[config.mk]
export PLATFORM = sky130hd
export DESIGN_NAME = report_format_descriptor_decoder_top_flat
export DESIGN_NICKNAME = d
export VERILOG_FILES = /design/src/rtl/rfdd_pkg.sv /design/src/rtl/rfdd_in_if.sv /design/src/rtl/rfdd_out_if.sv /design/src/rtl/report_format_descriptor_decoder_top.sv /design/src/rtl/rfdd_in_reg.sv /design/src/rtl/rfdd_core.sv /design/src/rtl/rfdd_out_reg.sv /design/src/flat_wrapper.sv
export SDC_FILE = /design/constraint.sdc
export NUM_CORES = 1
export LEC_CHECK = 0
export BUFFER_PORTS_ARGS = -buffer_cell sky130_fd_sc_hd__buf_4
export CORE_MARGIN = 10
export CORE_UTILIZATION = 66
export CTS_CLUSTER_DIAMETER = 60
export DETAILED_ROUTE_END_ITERATION = 10
export GPL_TIMING_DRIVEN = 0
export PLACE_DENSITY = 0.87
export REMOVE_ABC_BUFFERS = 1
export SLEW_MARGIN = 20
export SYNTH_ARGS = -nofsm -noshare
export SYNTH_HDL_FRONTEND = slang
export SYNTH_SLANG_ARGS = --single-unit
[constraint.sdc]
create_clock -name i_clk -period 9.4 [get_ports i_clk]
set_input_delay 0.47 -clock i_clk [delete_from_list [all_inputs] [get_ports i_clk]]
set_output_delay 0.47 -clock i_clk [all_outputs]
set_load 0.005 [all_outputs]
[src/rtl/rfdd_pkg.sv]
package rfdd_pkg;

    localparam int MAX_FORMAT_LEN = 4096;
    localparam int POS_W          = $clog2(MAX_FORMAT_LEN + 1);
    localparam int ACC_W          = 32;
    localparam int BYTE_W         = 8;
    localparam int ALIGN_ADD      = 7;

    typedef enum logic [BYTE_W-1:0] {
        CODE_END      = 8'd0,
        CODE_REPORT_A = 8'd1,
        CODE_REPORT_B = 8'd2,
        CODE_HEADER   = 8'd3,
        CODE_ALIGN    = 8'd4
    } t_code;

    typedef struct packed {
        logic [BYTE_W-1:0] format_byte;
        logic              last;
    } t_item;

    typedef struct packed {
        logic [ACC_W-1:0] size_total;
        logic [ACC_W-1:0] offset_total;
        logic [ACC_W-1:0] header_total;
        logic [POS_W-1:0] header_start;
        logic             header_found;
        logic             missing_width;
    } t_result;

endpackage

[src/rtl/rfdd_in_if.sv]
interface rfdd_in_if;
    logic                             valid;
    logic                             ready;
    logic [rfdd_pkg::BYTE_W-1:0]      format_byte;
    logic                             last;

    modport source (output valid, output format_byte, output last, input ready);
    modport sink   (input valid, input format_byte, input last, output ready);
endinterface

[src/rtl/rfdd_out_if.sv]
interface rfdd_out_if;
    logic                        valid;
    logic                        ready;
    logic [rfdd_pkg::ACC_W-1:0]  size_total;
    logic [rfdd_pkg::ACC_W-1:0]  offset_total;
    logic [rfdd_pkg::ACC_W-1:0]  header_total;
    logic [rfdd_pkg::POS_W-1:0]  header_start;
    logic                        header_found;
    logic                        missing_width;

    modport source (
        output valid, output size_total, output offset_total, output header_total,
        output header_start, output header_found, output missing_width,
        input ready
    );
    modport sink (
        input valid, input size_total, input offset_total, input header_total,
        input header_start, input header_found, input missing_width,
        output ready
    );
endinterface

[src/rtl/report_format_descriptor_decoder_top.sv]
// A byte marked last waits in the input register until the result register is free;
// its totals are then loaded into the result register and shown there.
// Throughput: one byte per cycle unless a last byte waits on a held result; set by the
// combinational update of the flags and 32-bit sums between the input and result registers.
// A held result stalls the next last byte in the input register and the input behind it.
// Reset (i_rst_n, synchronous, active low) clears the core's sums and flags and all valid bits.
module report_format_descriptor_decoder_top (
    input  logic        i_clk,
    input  logic        i_rst_n,
    rfdd_in_if.sink     i_in,
    rfdd_out_if.source  o_out
);
    logic              w_item_valid;
    rfdd_pkg::t_item   w_item;
    logic              w_fire;
    logic              w_out_free;
    rfdd_pkg::t_result w_result;

    rfdd_in_reg u_in_reg (
        .i_clk        (i_clk),
        .i_rst_n      (i_rst_n),
        .i_in         (i_in),
        .i_out_free   (w_out_free),
        .o_item_valid (w_item_valid),
        .o_item       (w_item),
        .o_fire       (w_fire)
    );

    rfdd_core u_core (
        .i_clk    (i_clk),
        .i_rst_n  (i_rst_n),
        .i_fire   (w_fire),
        .i_item   (w_item),
        .o_result (w_result)
    );

    rfdd_out_reg u_out_reg (
        .i_clk    (i_clk),
        .i_rst_n  (i_rst_n),
        .i_load   (w_fire && w_item.last),
        .i_result (w_result),
        .o_free   (w_out_free),
        .o_out    (o_out)
    );

    a_ready_when_empty: assert property (@(posedge i_clk) disable iff (!i_rst_n)
        !w_item_valid |-> i_in.ready)
        else $error("input stalled with empty input register");

    a_last_loads_result: assert property (@(posedge i_clk) disable iff (!i_rst_n)
        w_fire && w_item.last |=> o_out.valid)
        else $error("last item produced no result");

    a_offset_needs_header: assert property (@(posedge i_clk) disable iff (!i_rst_n)
        o_out.valid && !o_out.header_found |-> o_out.header_start == '0)
        else $error("header start set without header");

    a_offset_in_range: assert property (@(posedge i_clk) disable iff (!i_rst_n)
        o_out.valid |-> o_out.header_start <= rfdd_pkg::POS_W'(rfdd_pkg::MAX_FORMAT_LEN))
        else $error("header start beyond descriptor limit");
endmodule

[src/rtl/rfdd_in_reg.sv]
module rfdd_in_reg (
    input  logic                  i_clk,
    input  logic                  i_rst_n,
    rfdd_in_if.sink               i_in,
    input  logic                  i_out_free,
    output logic                  o_item_valid,
    output rfdd_pkg::t_item       o_item,
    output logic                  o_fire
);
    logic            r_valid;
    rfdd_pkg::t_item r_item;

    // a last item moves on only when the result register can take it
    assign o_fire       = r_valid && (!r_item.last || i_out_free);
    assign i_in.ready   = !r_valid || o_fire;
    assign o_item_valid = r_valid;
    assign o_item       = r_item;

    always_ff @(posedge i_clk) begin
        if (!i_rst_n) begin
            r_valid <= 1'b0;
        end else if (i_in.ready) begin
            r_valid <= i_in.valid;
        end
    end

    always_ff @(posedge i_clk) begin
        if (i_in.valid && i_in.ready) begin
            r_item.format_byte <= i_in.format_byte;
            r_item.last        <= i_in.last;
        end
    end
endmodule

[src/rtl/rfdd_core.sv]
module rfdd_core (
    input  logic                  i_clk,
    input  logic                  i_rst_n,
    input  logic                  i_fire,
    input  rfdd_pkg::t_item       i_item,
    output rfdd_pkg::t_result     o_result
);
    logic                         r_report;
    logic                         r_header;
    logic                         r_pending;
    logic [rfdd_pkg::POS_W-1:0]   r_pos;
    logic [rfdd_pkg::POS_W-1:0]   r_hdr_pos;
    logic [rfdd_pkg::ACC_W-1:0]   r_off;
    logic [rfdd_pkg::ACC_W-1:0]   r_base;
    logic [rfdd_pkg::ACC_W-1:0]   r_hdr;
    logic [rfdd_pkg::ACC_W-1:0]   r_size;

    logic                         n_report;
    logic                         n_header;
    logic                         n_pending;
    logic                         n_missing;
    logic [rfdd_pkg::POS_W-1:0]   n_pos;
    logic [rfdd_pkg::POS_W-1:0]   n_hdr_pos;
    logic [rfdd_pkg::ACC_W-1:0]   n_off;
    logic [rfdd_pkg::ACC_W-1:0]   n_base;
    logic [rfdd_pkg::ACC_W-1:0]   n_hdr;
    logic [rfdd_pkg::ACC_W-1:0]   n_size;
    logic [rfdd_pkg::ACC_W-1:0]   w_width;
    logic                         w_pos_max;

    localparam logic [rfdd_pkg::ACC_W-1:0] AlignAdd = rfdd_pkg::ACC_W'(rfdd_pkg::ALIGN_ADD);
    localparam logic [rfdd_pkg::POS_W-1:0] PosMax   =
        rfdd_pkg::POS_W'(rfdd_pkg::MAX_FORMAT_LEN);

    assign w_width   = rfdd_pkg::ACC_W'(i_item.format_byte);
    assign w_pos_max = (r_pos == PosMax);

    always_comb begin
        n_report  = r_report;
        n_header  = r_header;
        n_pending = 1'b0;
        n_missing = 1'b0;
        n_hdr_pos = r_hdr_pos;
        n_off     = r_off;
        n_base    = r_base;
        n_hdr     = r_hdr;
        n_size    = r_size;
        n_pos     = w_pos_max ? r_pos : r_pos + 1'b1;

        if (r_pending) begin
            if (r_header) begin
                n_hdr = r_hdr + w_width;
                if (r_report) begin
                    n_off = r_off + w_width;
                end
            end else if (r_report) begin
                n_off = r_off + w_width;
            end else begin
                n_size = r_size + w_width;
            end
        end else begin
            case (i_item.format_byte)
                rfdd_pkg::CODE_END: begin
                    n_report = 1'b0;
                    n_header = 1'b0;
                end
                rfdd_pkg::CODE_REPORT_A,
                rfdd_pkg::CODE_REPORT_B: begin
                    n_report = 1'b1;
                end
                rfdd_pkg::CODE_HEADER: begin
                    n_report  = 1'b0;
                    n_header  = 1'b1;
                    n_hdr_pos = w_pos_max ? PosMax : r_pos + 1'b1;
                end
                rfdd_pkg::CODE_ALIGN: begin
                    if (r_report) begin
                        n_base = r_base + AlignAdd;
                        n_off  = r_base + AlignAdd;
                    end else begin
                        n_base = r_off;
                    end
                    if (r_header) begin
                        n_hdr = (r_hdr + AlignAdd) & ~AlignAdd;
                    end
                end
                default: begin
                    // width byte follows; on the last byte it never comes
                    n_pending = !i_item.last;
                    n_missing = i_item.last;
                end
            endcase
        end
    end

    // header position is never zero once a header start was seen
    always_comb begin
        o_result.size_total    = n_size;
        o_result.offset_total  = n_off;
        o_result.header_total  = n_hdr;
        o_result.header_start  = n_hdr_pos;
        o_result.header_found  = (n_hdr_pos != '0);
        o_result.missing_width = n_missing;
    end

    always_ff @(posedge i_clk) begin
        if (!i_rst_n || (i_fire && i_item.last)) begin
            r_report  <= 1'b0;
            r_header  <= 1'b0;
            r_pending <= 1'b0;
            r_pos     <= '0;
            r_hdr_pos <= '0;
            r_off     <= '0;
            r_base    <= '0;
            r_hdr     <= '0;
            r_size    <= '0;
        end else if (i_fire) begin
            r_report  <= n_report;
            r_header  <= n_header;
            r_pending <= n_pending;
            r_pos     <= n_pos;
            r_hdr_pos <= n_hdr_pos;
            r_off     <= n_off;
            r_base    <= n_base;
            r_hdr     <= n_hdr;
            r_size    <= n_size;
        end
    end
endmodule

[src/rtl/rfdd_out_reg.sv]
module rfdd_out_reg (
    input  logic                  i_clk,
    input  logic                  i_rst_n,
    input  logic                  i_load,
    input  rfdd_pkg::t_result     i_result,
    output logic                  o_free,
    rfdd_out_if.source            o_out
);
    logic              r_valid;
    rfdd_pkg::t_result r_res;

    assign o_free = !r_valid || o_out.ready;

    always_ff @(posedge i_clk) begin
        if (!i_rst_n) begin
            r_valid <= 1'b0;
        end else if (i_load) begin
            r_valid <= 1'b1;
        end else if (o_out.ready) begin
            r_valid <= 1'b0;
        end
    end

    always_ff @(posedge i_clk) begin
        if (i_load) begin
            r_res <= i_result;
        end
    end

    assign o_out.valid         = r_valid;
    assign o_out.size_total    = r_res.size_total;
    assign o_out.offset_total  = r_res.offset_total;
    assign o_out.header_total  = r_res.header_total;
    assign o_out.header_start  = r_res.header_start;
    assign o_out.header_found  = r_res.header_found;
    assign o_out.missing_width = r_res.missing_width;
endmodule

[src/flat_wrapper.sv]
// flat-port wrapper written by rule: the top's interface ports become plain ports
module report_format_descriptor_decoder_top_flat 
  (i_clk, i_rst_n, i_in_valid, i_in_format_byte, i_in_last, i_in_ready, o_out_valid, o_out_size_total, o_out_offset_total, o_out_header_total, o_out_header_start, o_out_header_found, o_out_missing_width, o_out_ready);
  rfdd_in_if i_in_i ();
  rfdd_out_if o_out_i ();
  input  logic i_clk;
  input  logic i_rst_n;
  input wire logic [$bits(i_in_i.valid)-1:0] i_in_valid;
  input wire logic [$bits(i_in_i.format_byte)-1:0] i_in_format_byte;
  input wire logic [$bits(i_in_i.last)-1:0] i_in_last;
  output wire logic [$bits(i_in_i.ready)-1:0] i_in_ready;
  output wire logic [$bits(o_out_i.valid)-1:0] o_out_valid;
  output wire logic [$bits(o_out_i.size_total)-1:0] o_out_size_total;
  output wire logic [$bits(o_out_i.offset_total)-1:0] o_out_offset_total;
  output wire logic [$bits(o_out_i.header_total)-1:0] o_out_header_total;
  output wire logic [$bits(o_out_i.header_start)-1:0] o_out_header_start;
  output wire logic [$bits(o_out_i.header_found)-1:0] o_out_header_found;
  output wire logic [$bits(o_out_i.missing_width)-1:0] o_out_missing_width;
  input wire logic [$bits(o_out_i.ready)-1:0] o_out_ready;
  assign i_in_i.valid = i_in_valid;
  assign i_in_i.format_byte = i_in_format_byte;
  assign i_in_i.last = i_in_last;
  assign i_in_ready = i_in_i.ready;
  assign o_out_valid = o_out_i.valid;
  assign o_out_size_total = o_out_i.size_total;
  assign o_out_offset_total = o_out_i.offset_total;
  assign o_out_header_total = o_out_i.header_total;
  assign o_out_header_start = o_out_i.header_start;
  assign o_out_header_found = o_out_i.header_found;
  assign o_out_missing_width = o_out_i.missing_width;
  assign o_out_i.ready = o_out_ready;
  report_format_descriptor_decoder_top u_core (.i_clk(i_clk), .i_rst_n(i_rst_n), .i_in(i_in_i), .o_out(o_out_i));
endmodule
Word-level counts from Yosys, hierarchy flattened
Index checks and enable logic that the tools add are counted.
Operators by class
  mux-type cells: 20
  eq/ne operators: 5
  reductions and logical operators: 24
  bitwise gates (word level): 2
  add/subtract/negate cells: 6
Operators by type and width (count)
  two-way mux 32 bit: 11
  adder 32 x 8 -> 32 bit: 3
  adder 32 x 3 -> 32 bit, second input constant: 2
  two-way mux 13 bit: 3
  == test 8 x 2 -> 1 bit, second input constant: 2
  adder 13 x 1 -> 13 bit, second input constant: 1
  == test 13 bit, second input constant: 1
  nonzero test 13 bit: 1
  AND reduction 3 bit: 3
  == test 8 x 1 -> 1 bit, second input constant: 1
  == test 8 x 3 -> 1 bit, second input constant: 1
  logical NOT 8 bit: 1
  nonzero test 2 bit: 3
  OR reduction 6 bit: 1
  OR reduction 5 bit: 1
  logical NOT 1 bit: 4
  logical OR 1 bit: 4
  two-way mux 1 bit: 4
  one-hot mux 1 bit (2 select lines): 2
  OR reduction 2 bit: 2
  logical AND 1 bit: 3
  NOT 1 bit: 2
  AND reduction 2 bit: 1
Storage, ports and cells
  output and inout port bits: 113
  flip-flop bits (word level): 279

Longest topological paths before layout
  depth after elaboration: 6
  depth in mapped cells: 9
  gate-level depth less buffers: 8

Hierarchy
A second synthesis with hierarchy kept.
Unflattened totals
  cell total of the unflattened synthesis: 1671
  area, all modules: 15177.1 µm²
Modules (own cells, without submodules)
  rfdd_core: area each 11443.5 µm², cells each 1539, instances 1, seq. area each 3143.0 µm²
  rfdd_out_reg: area each 3382.0 µm², cells each 115, instances 1, seq. area each 3353.2 µm²
  rfdd_in_reg: area each 345.3 µm², cells each 16, instances 1, seq. area each 290.3 µm²
  report_format_descriptor_decoder_top: area each 6.3 µm², cells each 1, instances 1, seq. area each 0.0 µm²

Worst setup path before layout
OpenSTA, ideal clock, no wires.
  path type: input to register
  start point: input port o_out_ready
  end point: register u_core.u_core.r_size[14] in the netlist's numbering
  path slack: 3.063 ns
  data required time: 9.265 ns
  setup time: 0.135 ns
  arrival: 6.202 ns
  stages: 7
  path buffers: 2
  cells stage by stage: nor2b_1 nor2_1 nor2b_1 clkbuf_1 clkbuf_1 o311ai_0 o41ai_1
Between the ends
  longest elaborated chain between the ends: 5
RTL lines
  start, declared: line flat_wrapper.sv:19  | input wire logic [$bits(o_out_i.ready)-1:0] o_out_ready;
  logical OR 1 bit: line rfdd_out_reg.sv:12  | assign o_free = !r_valid || o_out.ready;
  logical OR 1 bit: line rfdd_in_reg.sv:14  | assign o_fire = r_valid && (!r_item.last || i_out_free);
  logical AND 1 bit: line rfdd_in_reg.sv:14
  logical AND 1 bit
  net u_core.u_out_reg.i_load: line rfdd_out_reg.sv:4  | input logic i_load,
  logical OR 1 bit: line rfdd_core.sv:107  | if (!i_rst_n || (i_fire && i_item.last)) begin
  end signal, assigned: line rfdd_core.sv:126  | r_size <= n_size;
  end, declared: line rfdd_core.sv:16  | logic [rfdd_pkg::ACC_W-1:0] r_size;
The timed path passes the listed nets, and every way through them passes these cells.
A chain may end at the register's enable or synchronous reset.

Worst setup path in the final report
  start point: register u_core.u_in_reg.r_item, in the netlist u_core.u_in_reg.o_item[4]
  end point: register u_core.u_core.r_off[20] in the netlist's numbering
Between the ends
  longest elaborated chain between the ends: 3
RTL lines
  start, declared: line rfdd_in_reg.sv:11  | rfdd_pkg::t_item r_item;
  adder 32 x 8 -> 32 bit / == test 8 x 3 -> 1 bit (equally long branches): line rfdd_core.sv:54, rfdd_core.sv:57, rfdd_core.sv:62
  two-way mux 32 bit (on tied branches): line rfdd_core.sv:53, rfdd_core.sv:56, rfdd_core.sv:62
  two-way mux 32 bit *: line rfdd_core.sv:50  | if (r_pending) begin
  end signal, assigned: line rfdd_core.sv:123  | r_off <= n_off;
  end, declared: line rfdd_core.sv:13  | logic [rfdd_pkg::ACC_W-1:0] r_off;
Mark *: on every way between the ends. The rest lies on a longest branch, timed or not.

==> flow_summary.json <==
{
  "yosysWarningCount": 0,
  "leakage_nw": 6.36,
  "synth_seq_cells": 279,
  "fmax_ghz": 0.262,
  "finClkSkew_ns": 0.0274,
  "nets": 1883,
  "clock-sinks": 279,
  "slew-limit-headroom": 0.311,
  "rows": 56,
  "die_h_um": 175,
  "dpl_worst_slack_ns": 5.71,
  "cts_root_buf": "clkbuf_16",
  "crit_path_end_kind": "flip-flop",
  "cp.required_ns": 9.85,
  "antenna-diode-count": 0,
  "clkTransAtPathRegs_ns": 0.06,
  "whs_ns": 0.0682,
  "worstPathCellList": "nor4b_1 -> nand3_1 -> nor2_2 -> mux2_2 -> a22o_1",
  "synth_top_area_cell": "edfxtp_1",
  "drtIter0Drc": 1629,
  "syn-instance-count": 1791,
  "grt-ovfl-total": 0,
  "setup_tns_ns": 0,
  "path_class": "reg2reg",
  "setup_slack_ns": 5.58,
  "grt_pass1_vias": 13800,
  "cts_max_level": 1,
  "postRouteAntennaNets": 0,
  "dieArea_um2": 30600,
  "power_mw": 2.66,
  "gp_congestion": 0.909,
  "wl_per_cell_um": 19.8,
  "crit_path_max_fanout": 12,
  "cts.repair.resized": 0,
  "report.final.slew_viol_count": 0,
  "final_core_util": 0.774,
  "syn_area_per_cell_um2": 8.84,
  "ys_types": 82,
  "cts.path.max_buffers": 3,
  "drt_pre_antenna_iters": 6,
  "period_share": 0.406,
  "syn_to_final_growth_pct": 15.2,
  "maxCapViolCount": 0,
  "drc": 0,
  "drt-vias-per-instance": 6.62,
  "cp-start-kind": "flip-flop",
  "final_hold_viol_count": 0,
  "rsz0062_at_grt": "no",
  "drive_above_1_share": 0.136,
  "fin_cells": 2182,
  "synth_common_cells": "nor2_1, nand2_1, dfxtp_1",
  "ctsHoldBuffers": 0,
  "critPathMaxStageDelay_ns": 0.83,
  "synth_edf_count": 120,
  "antenna_found_initial": 0,
  "die_w_um": 175,
  "outcome": "finished, final reports clean",
  "worst_slew_pin_slew_ns": 1.02,
  "crit_slowest_cell": "nor4b_1",
  "ios": 126,
  "hpwl_mm": 28.7,
  "grt_max_degree": 72,
  "final_area_um2": 18200,
  "cts_inserted_buffers": 29,
  "synth_flop_cell": "dfxtp_1",
  "synth_area_leaders": "edfxtp_1, dfxtp_1, xnor2_1",
  "start_util": 0.672,
  "fillCellCount": 1566,
  "yosysMostFrequentCell": "nor2_1",
  "placed_area_um2": 17200,
  "grt_usage": 0.268,
  "async_reset_ff_frac": 0,
  "cts_setup_buffers": 0,
  "synth_top_area_share": 0.228,
  "dr_total_vias": 14400,
  "drt_wl_total_mm": 43.1,
  "p_per_area_nw_per_um2": 146,
  "clk_latency_ns": 0.57,
  "yosysSeqAreaShare": 0.429,
  "cp.arrival_ns": 4.27,
  "dp.cells": 2128,
  "ir_drop_mv": 0.118,
  "hp-class": "in2reg",
  "core-area_um2": 23500,
  "period_minus_slack_ns": 3.82,
  "tritoncts": "done",
  "grt_pass1_wl_mm": 69.5,
  "finalSetupViolCount": 0,
  "io_buffers": 125,
  "netlist_area_um2": 15800
}
[sequential cells by signal, summed over array words and instances, names as in the netlist]
signal / cells
u_core.u_core.r_base: 32
u_core.u_core.r_hdr: 32
u_core.u_core.r_hdr_pos: 13
u_core.u_core.r_header: 1
u_core.u_core.r_off: 32
u_core.u_core.r_pending: 1
u_core.u_core.r_pos: 13
u_core.u_core.r_report: 1
u_core.u_core.r_size: 32
u_core.u_in_reg.o_item: 9
u_core.u_in_reg.o_item_valid: 1
u_core.u_out_reg.o_out.header_found: 1
u_core.u_out_reg.o_out.header_start: 13
u_core.u_out_reg.o_out.header_total: 32
u_core.u_out_reg.o_out.missing_width: 1
u_core.u_out_reg.o_out.offset_total: 32
u_core.u_out_reg.o_out.size_total: 32
u_core.u_out_reg.o_out.valid: 1
[layer usage]
metal,part of all wire,vias up,track usage
met3,0.090,178,0.0455
met2,0.47,810,0.446
li1,-,6652,-
met4,0.047,0,0.140
met1,0.39,6806,0.328
met5,0,-,0
[logic make-up after synthesis]
logic type	after synthesis	synth area share
AND/OR/NAND/NOR	702	0.222
XOR/XNOR	151	0.0836
buffers and inverters	160	0.0422
AO/OA/AOI/OAI	450	0.186
flip-flops	279	0.429
adder cells (fa/ha/maj)	30	0.0251
multiplexers	19	0.0124
[worst paths after layout]
check / start / end / slack [ns] / depth (start not counted)
setup / recovery: u_core.u_in_reg.o_item[4]$_DFFE_PP_ / u_core.u_core.r_off[20]$_SDFFE_PP0P_ / 5.58 / 5
setup reg to reg: u_core.u_in_reg.o_item[4]$_DFFE_PP_ / u_core.u_core.r_off[20]$_SDFFE_PP0P_ / 5.58 / 5
hold reg to reg: u_core.u_core.r_hdr_pos[5]$_SDFFE_PP0P_ / u_core.u_core.r_hdr_pos[5]$_SDFFE_PP0P_ / 0.46 / 2
hold / removal: i_in_format_byte[7] / u_core.u_in_reg.o_item[8]$_DFFE_PP_ / 0.07 / 1
[cell usage in the layout, fill, tap and decap left out, drive strengths merged, types with 32 or more instances in the layout]
cell,synthesis,layout
a211oi,32,32
a21oi,126,126
buf,40,149
clkbuf,91,38
dfxtp,159,159
edfxtp,120,120
nand2,177,177
nand3,53,53
nand4,48,48
nor2,187,187
nor3,59,59
nor4,32,32
o21ai,106,106
xnor2,89,89
xor2,62,62
[area by class of cell]
cell class / count / area (um2) / area share
multi-input combinational: 1352 / 8470 / 0.465
sequential: 279 / 6790 / 0.372
timing repair buffer: 149 / 1470 / 0.0807
clock buffer: 38 / 810 / 0.0444
tap: 319 / 399 / 0.0219
clock inverter: 16 / 180 / 0.00988
inverter: 29 / 110 / 0.00604
[critical path, delay by kind of cell, from the launching register on]
| family | cells | cell delay [ns] |
|---|---|---|
| flip-flops | 1 | 0.69 |
| AO/OA/AOI/OAI | 1 | 0.22 |
| AND/OR/NAND/NOR | 3 | 2.37 |
| multiplexers | 1 | 0.41 |
[power by group]
| group | total [mW] | switching, mW | internal, mW |
|---|---|---|---|
| clock | 1.19 | 0.497 | 0.692 |
| combinational | 0.174 | 0.106 | 0.0676 |
| sequential | 1.30 | 0.0176 | 1.28 |
No activity file was read; power rests on OpenSTA's default activity.
